File: config.mk
export PLATFORM = sky130hd
export DESIGN_NAME = arp_cache_next_hop_resolver_core
export DESIGN_NICKNAME = d
export VERILOG_FILES = /design/src/rtl/core/arpc_pkg.sv /design/src/rtl/core/arpc_ram.sv /design/src/rtl/core/arp_cache_next_hop_resolver_core.sv
export SDC_FILE = /design/constraint.sdc
export NUM_CORES = 2
export LEC_CHECK = 0
export ABC_AREA = 0
export BUFFER_PORTS_ARGS = -buffer_cell sky130_fd_sc_hd__buf_2
export CAP_MARGIN = 20
export CORE_AREA = 2 2 477 479
export DETAILED_ROUTE_END_ITERATION = 16
export DIE_AREA = 0 0 479 481
export GPL_ROUTABILITY_DRIVEN = 0
export PLACE_DENSITY = 0.45
export SYNTH_ARGS = -nofsm -noshare
export SYNTH_HDL_FRONTEND = slang
export SYNTH_SLANG_ARGS = --single-unit
File: constraint.sdc
create_clock -name clk -period 7.3 [get_ports clk]
set_input_delay 1.095 -clock clk [delete_from_list [all_inputs] [get_ports clk]]
set_output_delay 1.095 -clock clk [all_outputs]
set_load 0.01 [all_outputs]
File: src/rtl/core/arpc_pkg.sv
`timescale 1ns / 1ps
// ----------------------------------------------------------------------------
// arpc_pkg
// Shared types and constants for the ARP cache and next-hop resolver.
// ----------------------------------------------------------------------------
package arpc_pkg;

	localparam int unsigned IP_W     = 32;
	localparam int unsigned MAC_W    = 48;
	localparam int unsigned ENTRY_W  = IP_W + MAC_W;
	localparam int unsigned CFG_IDX_W = 2;

	localparam logic [CFG_IDX_W-1:0] REG_LOCAL_ADDRESS   = 2'd0;
	localparam logic [CFG_IDX_W-1:0] REG_SUBNET_MASK     = 2'd1;
	localparam logic [CFG_IDX_W-1:0] REG_GATEWAY_ADDRESS = 2'd2;

	localparam logic [IP_W-1:0] LOCAL_ADDRESS_RST   = 32'h0A00_020F;
	localparam logic [IP_W-1:0] SUBNET_MASK_RST     = 32'hFFFF_FF00;
	localparam logic [IP_W-1:0] GATEWAY_ADDRESS_RST = 32'h0A00_0202;

	localparam logic MODE_LEARN   = 1'b0;
	localparam logic MODE_RESOLVE = 1'b1;

	typedef enum logic [1:0] {
		ST_IDLE,
		ST_SCAN,
		ST_DRAIN,
		ST_FINISH
	} arpc_state_t;

endpackage

File: src/rtl/core/arpc_ram.sv
`timescale 1ns / 1ps
// ----------------------------------------------------------------------------
// arpc_ram
// Generic single-write, single-read RAM with a registered read port.
// ----------------------------------------------------------------------------
module arpc_ram #(
	parameter int unsigned WIDTH = 80,
	parameter int unsigned DEPTH = 16
) (
	input  logic                                  clk,
	input  logic                                  we,
	input  logic [((DEPTH > 1) ? $clog2(DEPTH) : 1)-1:0] waddr,
	input  logic [WIDTH-1:0]                      wdata,
	input  logic                                  re,
	input  logic [((DEPTH > 1) ? $clog2(DEPTH) : 1)-1:0] raddr,
	output logic [WIDTH-1:0]                      rdata
);

	logic [WIDTH-1:0] mem [DEPTH];

	always_ff @(posedge clk) begin
		if (we) begin
			mem[waddr] <= wdata;
		end
		if (re) begin
			rdata <= mem[raddr];
		end
	end

endmodule

File: src/rtl/core/arp_cache_next_hop_resolver_core.sv
`timescale 1ns / 1ps
// ----------------------------------------------------------------------------
// arp_cache_next_hop_resolver_core
// Fully associative IPv4-to-MAC cache. Learns from received ARP messages and
// resolves the next hop of a destination against the cache.
// ----------------------------------------------------------------------------
//
//  Channel   Handshake              Direction  Contents
//  -------   ---------------------  ---------  ---------------------------------
//  in        in_valid / in_ready    into core  mode, ARP fields, destination
//  out       out_valid / out_ready  from core  lookup result or reply request
//  cfg       cfg_we                 into core  local, mask and gateway registers
//
//  The scan reads one cache entry per cycle through the single read port of the
//  entry RAM. Reset clears the valid marks at once; no clearing pass is needed.
//  A finished result sits in the output register, so the next item can be
//  taken while it waits; the core holds in its last step only when the output
//  register is still full.
//
module arp_cache_next_hop_resolver_core
	import arpc_pkg::*;
#(
	parameter int unsigned CACHE_ENTRIES = 16
) (
	input  logic                 clk,
	input  logic                 arst_n,

	input  logic                 in_valid,
	output logic                 in_ready,
	input  logic                 mode,
	input  logic [IP_W-1:0]      sender_address,
	input  logic [MAC_W-1:0]     sender_hw,
	input  logic [IP_W-1:0]      target_address,
	input  logic                 is_request,
	input  logic [IP_W-1:0]      destination,

	output logic                 out_valid,
	input  logic                 out_ready,
	output logic                 hit,
	output logic [IP_W-1:0]      hop_address,
	output logic [MAC_W-1:0]     resolved_hw,
	output logic                 need_request,
	output logic                 send_reply,
	output logic [MAC_W-1:0]     reply_hw,
	output logic [IP_W-1:0]      reply_address,
	output logic                 learn_dropped,

	input  logic                 cfg_we,
	input  logic [CFG_IDX_W-1:0] cfg_index,
	input  logic [IP_W-1:0]      cfg_data
);

	localparam int unsigned IDX_W = (CACHE_ENTRIES > 1) ? $clog2(CACHE_ENTRIES) : 1;
	localparam logic [IDX_W-1:0] LAST_IDX = IDX_W'(CACHE_ENTRIES - 1);

	arpc_state_t state_q, state_d;

	logic [IP_W-1:0] local_address_q, subnet_mask_q, gateway_address_q;

	// Item held for the duration of the scan.
	logic            mode_q;
	logic [IP_W-1:0] key_q;
	logic [MAC_W-1:0] hw_q;
	logic            reply_q;

	logic [CACHE_ENTRIES-1:0] valid_q;

	logic [IDX_W-1:0] rd_idx_q;
	logic [IDX_W-1:0] rd_idx_s1;
	logic             rd_pend_s1;

	logic             found_q;
	logic [IDX_W-1:0] match_idx_q;
	logic [MAC_W-1:0] match_hw_q;
	logic             free_found_q;
	logic [IDX_W-1:0] free_idx_q;

	logic             out_valid_q;
	logic             hit_q, need_request_q, send_reply_q, learn_dropped_q;
	logic [IP_W-1:0]  hop_address_q, reply_address_q;
	logic [MAC_W-1:0] resolved_hw_q, reply_hw_q;

	logic             accept;
	logic             ram_re;
	logic             finish;
	logic             ram_we;
	logic [IDX_W-1:0] ram_waddr;
	logic [ENTRY_W-1:0] ram_rdata;
	logic [IP_W-1:0]  rd_ip;
	logic [MAC_W-1:0] rd_hw;
	logic             entry_valid;
	logic             entry_match;
	logic [IP_W-1:0]  hop;

	arpc_ram #(
		.WIDTH (ENTRY_W),
		.DEPTH (CACHE_ENTRIES)
	) u_entry_ram (
		.clk   (clk),
		.we    (ram_we),
		.waddr (ram_waddr),
		.wdata ({key_q, hw_q}),
		.re    (ram_re),
		.raddr (rd_idx_q),
		.rdata (ram_rdata)
	);

	assign rd_ip       = ram_rdata[ENTRY_W-1:MAC_W];
	assign rd_hw       = ram_rdata[MAC_W-1:0];
	assign entry_valid = valid_q[rd_idx_s1];
	assign entry_match = rd_pend_s1 && entry_valid && (rd_ip == key_q);

	assign hop = ((destination & subnet_mask_q) == (local_address_q & subnet_mask_q)) ?
		destination : gateway_address_q;

	// Next state.
	always_comb begin
		state_d = state_q;
		unique case (state_q)
			ST_IDLE: begin
				if (in_valid) begin
					state_d = ST_SCAN;
				end
			end
			ST_SCAN: begin
				if (rd_idx_q == LAST_IDX) begin
					state_d = ST_DRAIN;
				end
			end
			ST_DRAIN: begin
				state_d = ST_FINISH;
			end
			ST_FINISH: begin
				if (!out_valid_q || out_ready) begin
					state_d = ST_IDLE;
				end
			end
			default: begin
				state_d = ST_IDLE;
			end
		endcase
	end

	// Control outputs of the sequencer.
	always_comb begin
		in_ready  = 1'b0;
		ram_re    = 1'b0;
		finish    = 1'b0;
		ram_we    = 1'b0;
		ram_waddr = free_idx_q;
		unique case (state_q)
			ST_IDLE: begin
				in_ready = 1'b1;
			end
			ST_SCAN: begin
				ram_re = 1'b1;
			end
			ST_DRAIN: begin
			end
			ST_FINISH: begin
				finish = !out_valid_q || out_ready;
				if (mode_q == MODE_LEARN) begin
					ram_we    = finish && (found_q || free_found_q);
					ram_waddr = found_q ? match_idx_q : free_idx_q;
				end
			end
			default: begin
			end
		endcase
	end

	assign accept = in_valid && in_ready;

	always_ff @(posedge clk or negedge arst_n) begin
		if (!arst_n) begin
			state_q           <= ST_IDLE;
			local_address_q   <= LOCAL_ADDRESS_RST;
			subnet_mask_q     <= SUBNET_MASK_RST;
			gateway_address_q <= GATEWAY_ADDRESS_RST;
			valid_q           <= '0;
			rd_idx_q          <= '0;
			rd_pend_s1        <= 1'b0;
			found_q           <= 1'b0;
			free_found_q      <= 1'b0;
			out_valid_q       <= 1'b0;
		end else begin
			state_q <= state_d;

			if (cfg_we) begin
				unique case (cfg_index)
					REG_LOCAL_ADDRESS:   local_address_q   <= cfg_data;
					REG_SUBNET_MASK:     subnet_mask_q     <= cfg_data;
					REG_GATEWAY_ADDRESS: gateway_address_q <= cfg_data;
					default: begin
					end
				endcase
			end

			rd_pend_s1 <= ram_re;
			if (accept) begin
				rd_idx_q <= '0;
			end else if (ram_re && rd_idx_q != LAST_IDX) begin
				rd_idx_q <= rd_idx_q + 1'b1;
			end

			// The first valid match and the first free entry are both kept.
			if (accept) begin
				found_q      <= 1'b0;
				free_found_q <= 1'b0;
			end else if (rd_pend_s1) begin
				if (entry_match && !found_q) begin
					found_q <= 1'b1;
				end
				if (!entry_valid && !free_found_q) begin
					free_found_q <= 1'b1;
				end
			end

			if (finish && mode_q == MODE_LEARN && !found_q && free_found_q) begin
				valid_q[free_idx_q] <= 1'b1;
			end

			if (finish) begin
				out_valid_q <= 1'b1;
			end else if (out_ready) begin
				out_valid_q <= 1'b0;
			end
		end
	end

	always_ff @(posedge clk) begin
		rd_idx_s1 <= rd_idx_q;
		if (accept) begin
			mode_q  <= mode;
			key_q   <= (mode == MODE_LEARN) ? sender_address : hop;
			hw_q    <= sender_hw;
			reply_q <= is_request && (target_address == local_address_q);
		end
		if (entry_match && !found_q) begin
			match_idx_q <= rd_idx_s1;
			match_hw_q  <= rd_hw;
		end
		if (rd_pend_s1 && !entry_valid && !free_found_q) begin
			free_idx_q <= rd_idx_s1;
		end
		if (finish) begin
			if (mode_q == MODE_LEARN) begin
				hit_q           <= 1'b0;
				hop_address_q   <= '0;
				resolved_hw_q   <= '0;
				need_request_q  <= 1'b0;
				send_reply_q    <= reply_q;
				reply_hw_q      <= reply_q ? hw_q : '0;
				reply_address_q <= reply_q ? key_q : '0;
				learn_dropped_q <= !found_q && !free_found_q;
			end else begin
				hit_q           <= found_q;
				hop_address_q   <= key_q;
				resolved_hw_q   <= found_q ? match_hw_q : '0;
				need_request_q  <= !found_q;
				send_reply_q    <= 1'b0;
				reply_hw_q      <= '0;
				reply_address_q <= '0;
				learn_dropped_q <= 1'b0;
			end
		end
	end

	assign out_valid     = out_valid_q;
	assign hit           = hit_q;
	assign hop_address   = hop_address_q;
	assign resolved_hw   = resolved_hw_q;
	assign need_request  = need_request_q;
	assign send_reply    = send_reply_q;
	assign reply_hw      = reply_hw_q;
	assign reply_address = reply_address_q;
	assign learn_dropped = learn_dropped_q;

endmodule

==> Word level (Yosys, flattened, before mapping) <==
Memories as Yosys holds them, arrays and structs flattened. A register that Yosys moved wholly into a read port is not among the register bits.
Index checks and enable logic that the tools add are counted.
{ "totals": {"register_bits": 428, "latchBits": 0, "ram_bits": 1280, "romBits": 0, "out_inout_bits": 166, "wordCells": 115, "n_memories": 1} }
{ "mem_list": {"columns": ["memory", "words", "width", "read_ports", "rd_ports_with_merged_regs", "wr", "line_no", "text"], "rows": [
  ["u_entry_ram.mem", 16, 80, 1, 1, 1, "arpc_ram.sv:19", "logic [WIDTH-1:0] mem [DEPTH];"]
]} }
{ "classes": {"addsub": 1, "mul": 0, "div": 0, "n_lt_le_gt_ge": 3, "eq_ne": 13, "shifts": 0, "muxes": 30, "bitwise_logic": 5, "reduce_logical": 36} }
{ "ops": {"columns": ["op", "n"], "rows": [
  ["$eq 32x32->1", 3],
  ["$and 32x32->32", 2],
  ["$mux 32", 2],
  ["$mux 4", 5],
  ["$mux 1", 17],
  ["$or 16x16->16", 1],
  ["$logic_and 1x1->1", 15],
  ["$reduce_and 2->1", 6],
  ["$lt 4x5->1 const B", 2],
  ["$reduce_bool 2->1", 5],
  ["$pmux 2 s4", 1],
  ["$eq 2x2->1 const B", 3],
  ["$mux 2", 3],
  ["$ne 2x2->1 const B", 3],
  ["$add 4x1->4 const B", 1],
  ["$bmux 1 s4", 1],
  ["$demux 1 s4", 1],
  ["$eq 2x1->1 const B", 2],
  ["$eq 4x4->1 const B", 1],
  ["$ge 4x1->1 const B", 1],
  ["$logic_not 1->1", 4],
  ["$logic_not 2->1", 2],
  ["$ne 4x4->1 const B", 1],
  ["$reduce_and 3->1", 1],
  ["other kinds (3)", 5]
]} }

==> Longest topological paths before layout <==
{ "depth": {"ltp_word": 8, "depth_mapped": 7, "mapped_depth_nobuf": 7} }

==> Cells and area by module <==
Synthesis repeated with hierarchy kept, for this count alone.
{ "hier_totals": {"cells_unflattened": 3107, "hier_area_um2": 67156.9} }
{ "modules_own_cells": {"columns": ["mod", "n_inst", "cells_each", "area_each_um2", "seq_area_each_um2"], "rows": [
  ["arpc_ram", 1, 2054, 50223.2, 40839.2],
  ["arp_cache_next_hop_resolver_core", 1, 1053, 16933.7, 12245.5]
]} }

==> Worst setup path before layout <==
OpenSTA, ideal clock, no wires.
{ "synth_timing": {"kind": "input to register", "startpoint": "input port out_ready", "endpoint": "register hit_q, in the netlist hit (enable)", "setup_time_ns": 0.544, "t_arrival_ns": 5.013, "required_time_ns": 6.756, "path_slack_ns": 1.743, "stages": 2, "path_buffers": 0, "path_cell_list": "nand2b_1 > and2_1"} }
{ "synth_via": {"elab_chain_cells": 2} }
{ "synth_lines": {"columns": ["item", "line_no", "text"], "rows": [
  ["from (decl)", "arp_cache_next_hop_resolver_core.sv:38", "input logic out_ready,"],
  ["$logic_or 1x1->1", "arp_cache_next_hop_resolver_core.sv:161", "finish = !out_valid_q || out_ready;"],
  ["$mux 1", "arp_cache_next_hop_resolver_core.sv:151", "unique case (state_q)"],
  ["via finish", "arp_cache_next_hop_resolver_core.sv:85", "logic finish;"],
  ["to (signal assigned)", "arp_cache_next_hop_resolver_core.sv:257", "hit_q <= found_q;"],
  ["to (decl)", "arp_cache_next_hop_resolver_core.sv:79", "logic hit_q, need_request_q, send_reply_q, learn_dropped_q;"]
]} }
The timed path passes the listed nets, and every way through them passes these cells.
A chain may end at the register's enable or synchronous reset.

==> Final worst setup path <==
{ "layout_timing": {"startpoint": "register key_q[9]", "endpoint": "register match_hw_q[4] (enable)"} }
{ "layout_via": {"elab_chain_cells": 3} }
{ "layout_lines": {"columns": ["item", "line_no", "text"], "rows": [
  ["from (decl)", "arp_cache_next_hop_resolver_core.sv:62", "logic [IP_W-1:0] key_q;"],
  ["from (signal assigned)", "arp_cache_next_hop_resolver_core.sv:235", "key_q <= (mode == MODE_LEARN) ? sender_address : hop;"],
  ["$eq 32x32->1", "arp_cache_next_hop_resolver_core.sv:111", "assign entry_match = rd_pend_s1 && entry_valid && (rd_ip == key_q);"],
  ["$logic_and 1x1->1", "arp_cache_next_hop_resolver_core.sv:111", null],
  ["$logic_and 1x1->1", "arp_cache_next_hop_resolver_core.sv:239", "if (entry_match && !found_q) begin"],
  ["to (signal assigned)", "arp_cache_next_hop_resolver_core.sv:241", "match_hw_q <= rd_hw;"],
  ["to (decl)", "arp_cache_next_hop_resolver_core.sv:74", "logic [MAC_W-1:0] match_hw_q;"]
]} }
Every way passes these cells.

==> results.md <==
- The flow ran to the end, and the final reports show no timing, DRC or antenna violations.
- The placed standard-cell area is 0.07316 sq mm.
- The cell count after synthesis is 2931.
- The final global-route overflow total is 0.
- The post-synthesis average cell area is 22.95 sq um.
- The area of the mapped netlist is 0.06727 sq mm.
- The final-layout worst hold slack is 0.3685 ns.
- The count of H-tree levels built during CTS is 4.
- The global router's overall resource usage is 0.1558.
- The area of the core is 0.2257 sq mm.
- The critical path's top delay family is simple AND/OR/NAND/NOR gates.
- Input and output buffers added on the ports amount to 350.
- Walking the worst path, the cells encountered are xor2_1 > nor4_1 > nand4_1 > or4_4 > nor2_4 > buf_4.
- At the worst endpoint, the arrival time is 4.55 ns.
- Using the TritonRoute via totals, the vias-per-cell ratio works out to 4.725.
- The post-detailed-placement half-perimeter wirelength is 101.0 mm.
- By instance count, the leading cell after synthesis is sky130_fd_sc_hd__edfxtp_1.
- The total number of yosys warnings is 0.
- The number of hold violations in the final report is 0.
- Dividing total power by cell area gives a power density of 353.0 mW/mm^2.
- By startpoint and endpoint, the worst setup path is classified as reg2reg.
- The portion of the post-synthesis area used by sequential elements is 0.7891.
- The worst-case IR drop observed on VDD is 255.5 uV.
- The path class of the tightest hold or removal check is in2async.
- The total number of nets in the final design is 3610.
- The number of buffers and inverters on the critical path is 1.
- The die covers 0.2304 sq mm.
- The detailed router's first-iteration violation count is 2384.
- Setup repair after global routing left no endpoint under its margin.
- The clock-pin transition on the worst setup and hold timing paths is 0.06 ns.
- The maximum cell stage delay along the critical path is 0.78 ns.
- The slowest stage of the critical path belongs to the cell sky130_fd_sc_hd__edfxtp_1.
- The final count of pins violating max slew was 0.
- The number of CTS-inserted buffers is 196.
- The summed negative setup slack over all endpoints is 0 ns.
- Buffers added to address setup during post-CTS repair amount to 0.
- For the pin with the worst max-slew slack, the measured transition is 1.155 ns.
- After clock tree synthesis, the flow added hold-fix buffers numbering 0.
- Across all layers, the routed design uses 31180 vias.
- Clock tree synthesis selected as its root buffer the cell sky130_fd_sc_hd__clkbuf_16.
- After detailed routing, the number of remaining DRC violations is 0.
- The leading register cell type out of synthesis is sky130_fd_sc_hd__edfxtp_1.
- The first global-routing pass estimated 255.5 mm of wire.
- By count the netlist is led by sky130_fd_sc_hd__edfxtp_1 (1662), sky130_fd_sc_hd__mux4_2 (404), sky130_fd_sc_hd__and2_1 (115).
- The clock arrives with 0.02371 ns of skew.
- After synthesis the netlist holds a flip-flop and latch count of 1788.
- The routed design could run at a clock period as short as 4.108 ns.
- The CTS tree is built.
- The maximum buffer depth of the clock tree is 3.
- At the later pin of the worst-skew pair, clock insertion delay measures 0.83 ns.
- Yosys mapped a number of flops with a built-in enable equal to 1662.
- With fillers left out, the area of the finished cells amounts to 0.07946 sq mm.
- Compared with the post-synthesis result, the final layout area differs by 18.12%.
- The number of rows in the core area is 175.
- The fraction of layout instances using a drive strength above 1 is 0.3566.
- Once detail routing completed, the nets flagged for antenna violations numbered 0.
- STA puts the critical path data required time at 7.74 ns.
- Along the worst path, the maximum fanout reaches 33.
- Entering global routing, the biggest net connects 107 pins.
- The critical path capture point type is a flop.
- The final layout contains routed wiring with a total length of 180.1 mm.
- The number of nets in the synthesized netlist is 3121.
- The number of global-route vias before repair is 33080.
- Across the run, the number of max-cap violations was 0.
- In this run the tightest slew margin relative to its limit is 0.2301.
- The final setup violation count is 0.
- sky130_fd_sc_hd__edfxtp_1 takes more of the synthesized area than any other cell.
- For this design the top-level I/O count stands at 351.
- The die height is 481 um.
- For this configuration, the core starts out at a cell density of 0.2980.
- The number of gates given a new drive strength after cts is 0.
- The maximum clock rate is 0.2435 GHz.
- The horizontal die dimension is 479 um.
- Ranked by total cell area, the synthesized netlist is headed by sky130_fd_sc_hd__edfxtp_1 (74%), sky130_fd_sc_hd__mux4_2 (14%), sky130_fd_sc_hd__dfrtp_1 (3.2%), sky130_fd_sc_hd__mux2_2 (1.6%), sky130_fd_sc_hd__dfstp_2 (1.4%).
- The clock drives 1788 sinks.
- After synthesis, the share of flip-flops with an asynchronous set or reset is 0.06823.
- The distinct cell type count after synthesis is 42.
- The average wire length per cell after detail routing is 27.28 um.
- The share of Yosys cell area claimed by the top area cell type is 0.7419.
- Before antenna repair, the detailed router went through 5 iterations.
- The number of antenna violations at the first check in global routing came to 26.
- The critical path launch point type is a flop.
- The final cycle utilization of the critical path is 0.5627.
- For this design the static power due to leakage is 25.65 nW.
final cells by class:
type / count / area [sq um]
fillers: 20960 / 146300
flip-flops and latches: 1788 / 53100
multi-input cells: 999 / 13750
clock buffers: 256 / 5244
well taps: 3009 / 3765
repair buffers: 427 / 2520
clock inverters: 106 / 1042
inverters: 8 / 30.03
diodes: 6 / 15.01
metrics by stage:
stage	std cells	util	power, mW	setup slack, ns
6_report	6599	0.3520	28.05	3.192
5_1_grt	6594	0.3519	29.29	2.877
4_1_cts	6593	0.3519	28.59	2.948
3_5_place_dp	6231	0.3241	18.74	2.969
3_3_place_gp	6230	0.3240	18.71	3.027
2_1_floorplan	2931	-	16.66	1.743
state kept, by name (all words and copies together) (netlist names), 2 cells and up:
| register | count |
|---|---|
| u_entry_ram.mem | 1280 |
| hw_q | 48 |
| match_hw_q | 48 |
| reply_address | 32 |
| subnet_mask_q | 32 |
| rd_idx_q | 4 |
| gateway_address_q | 32 |
| free_idx_q | 4 |
| valid_q | 16 |
| u_entry_ram.rdata | 80 |
| state_q | 2 |
| match_idx_q | 4 |
| rd_idx_s1 | 4 |
| hop_address | 32 |
| reply_hw | 48 |
| local_address_q | 32 |
| key_q | 32 |
| resolved_hw | 48 |
cell usage in the layout, fill, tap and decap left out, types with 49 or more instances in the layout:
master	Yosys	layout
sky130_fd_sc_hd__buf_2	30	349
sky130_fd_sc_hd__mux4_2	404	404
sky130_fd_sc_hd__clkbuf_1	89	52
sky130_fd_sc_hd__and3_1	49	49
sky130_fd_sc_hd__dfrtp_1	87	82
sky130_fd_sc_hd__mux2_2	97	97
sky130_fd_sc_hd__edfxtp_1	1662	1662
sky130_fd_sc_hd__clkbuf_16	0	199
sky130_fd_sc_hd__xor2_1	69	69
sky130_fd_sc_hd__and2_1	115	113
sky130_fd_sc_hd__buf_4	0	63
worst reg2reg max path: cells and delay by family (launching register included):
family | cells | cell delay [ns]
and+or+nand+nor | 4 | 2.03
DFF | 1 | 0.78
buffers and inverters | 1 | 0.65
xor gates and xnor gates | 1 | 0.20
power by group:
part | leakage, nW | total, mW | internal (mW) | switching [mW]
Clock | 3.06 | 9.75 | 5.66 | 4.09
Sequential | 16.5 | 13.4 | 12.6 | 0.794
Combinational | 6.07 | 4.94 | 2.33 | 2.61
Total | 25.7 | 28.1 | 20.6 | 7.49
final timing paths:
| check | from | end | slack (ns) | cells past startpoint |
|---|---|---|---|---|
| setup / recovery | key_q[9] | match_hw_q[4] | 3.19 | 6 |
| hold / removal | arst_n | gateway_address_q[29] | 0.37 | 1 |
| setup reg to reg | key_q[9] | match_hw_q[4] | 3.19 | 6 |
| hold reg to reg | u_entry_ram.rdata[2] | match_hw_q[2] | 0.42 | 0 |
| max in group asynchronous | arst_n | rd_idx_q[2] | 5.38 | 2 |
| min in group clk | u_entry_ram.rdata[2] | match_hw_q[2] | 0.42 | 0 |
logic make-up (layout without fill, tap and decap cells):
kind of cell	after synthesis	after routing	synth area share
muxes	538	538	0.1572
AOI/OAI and AO/OA	73	73	0.006826
xor gates and xnor gates	99	99	0.01289
other	0	6	0
adders and majority gates	5	5	0.0009299
buffers and inverters	144	797	0.008927
DFF	1788	1788	0.7891
and+or+nand+nor	284	284	0.02412
layer usage:
layer	routed length, um	vias to the layer above	global-route usage	share of wire
li1	-	13160	-	-
met1	81240	16930	0.2167	0.45
met2	85190	828	0.2477	0.47
met3	9976	243	0.03418	0.055
met4	3522	22	0.03939	0.020
met5	126	-	0	0.00070
Power figures use the tool's default switching activity.
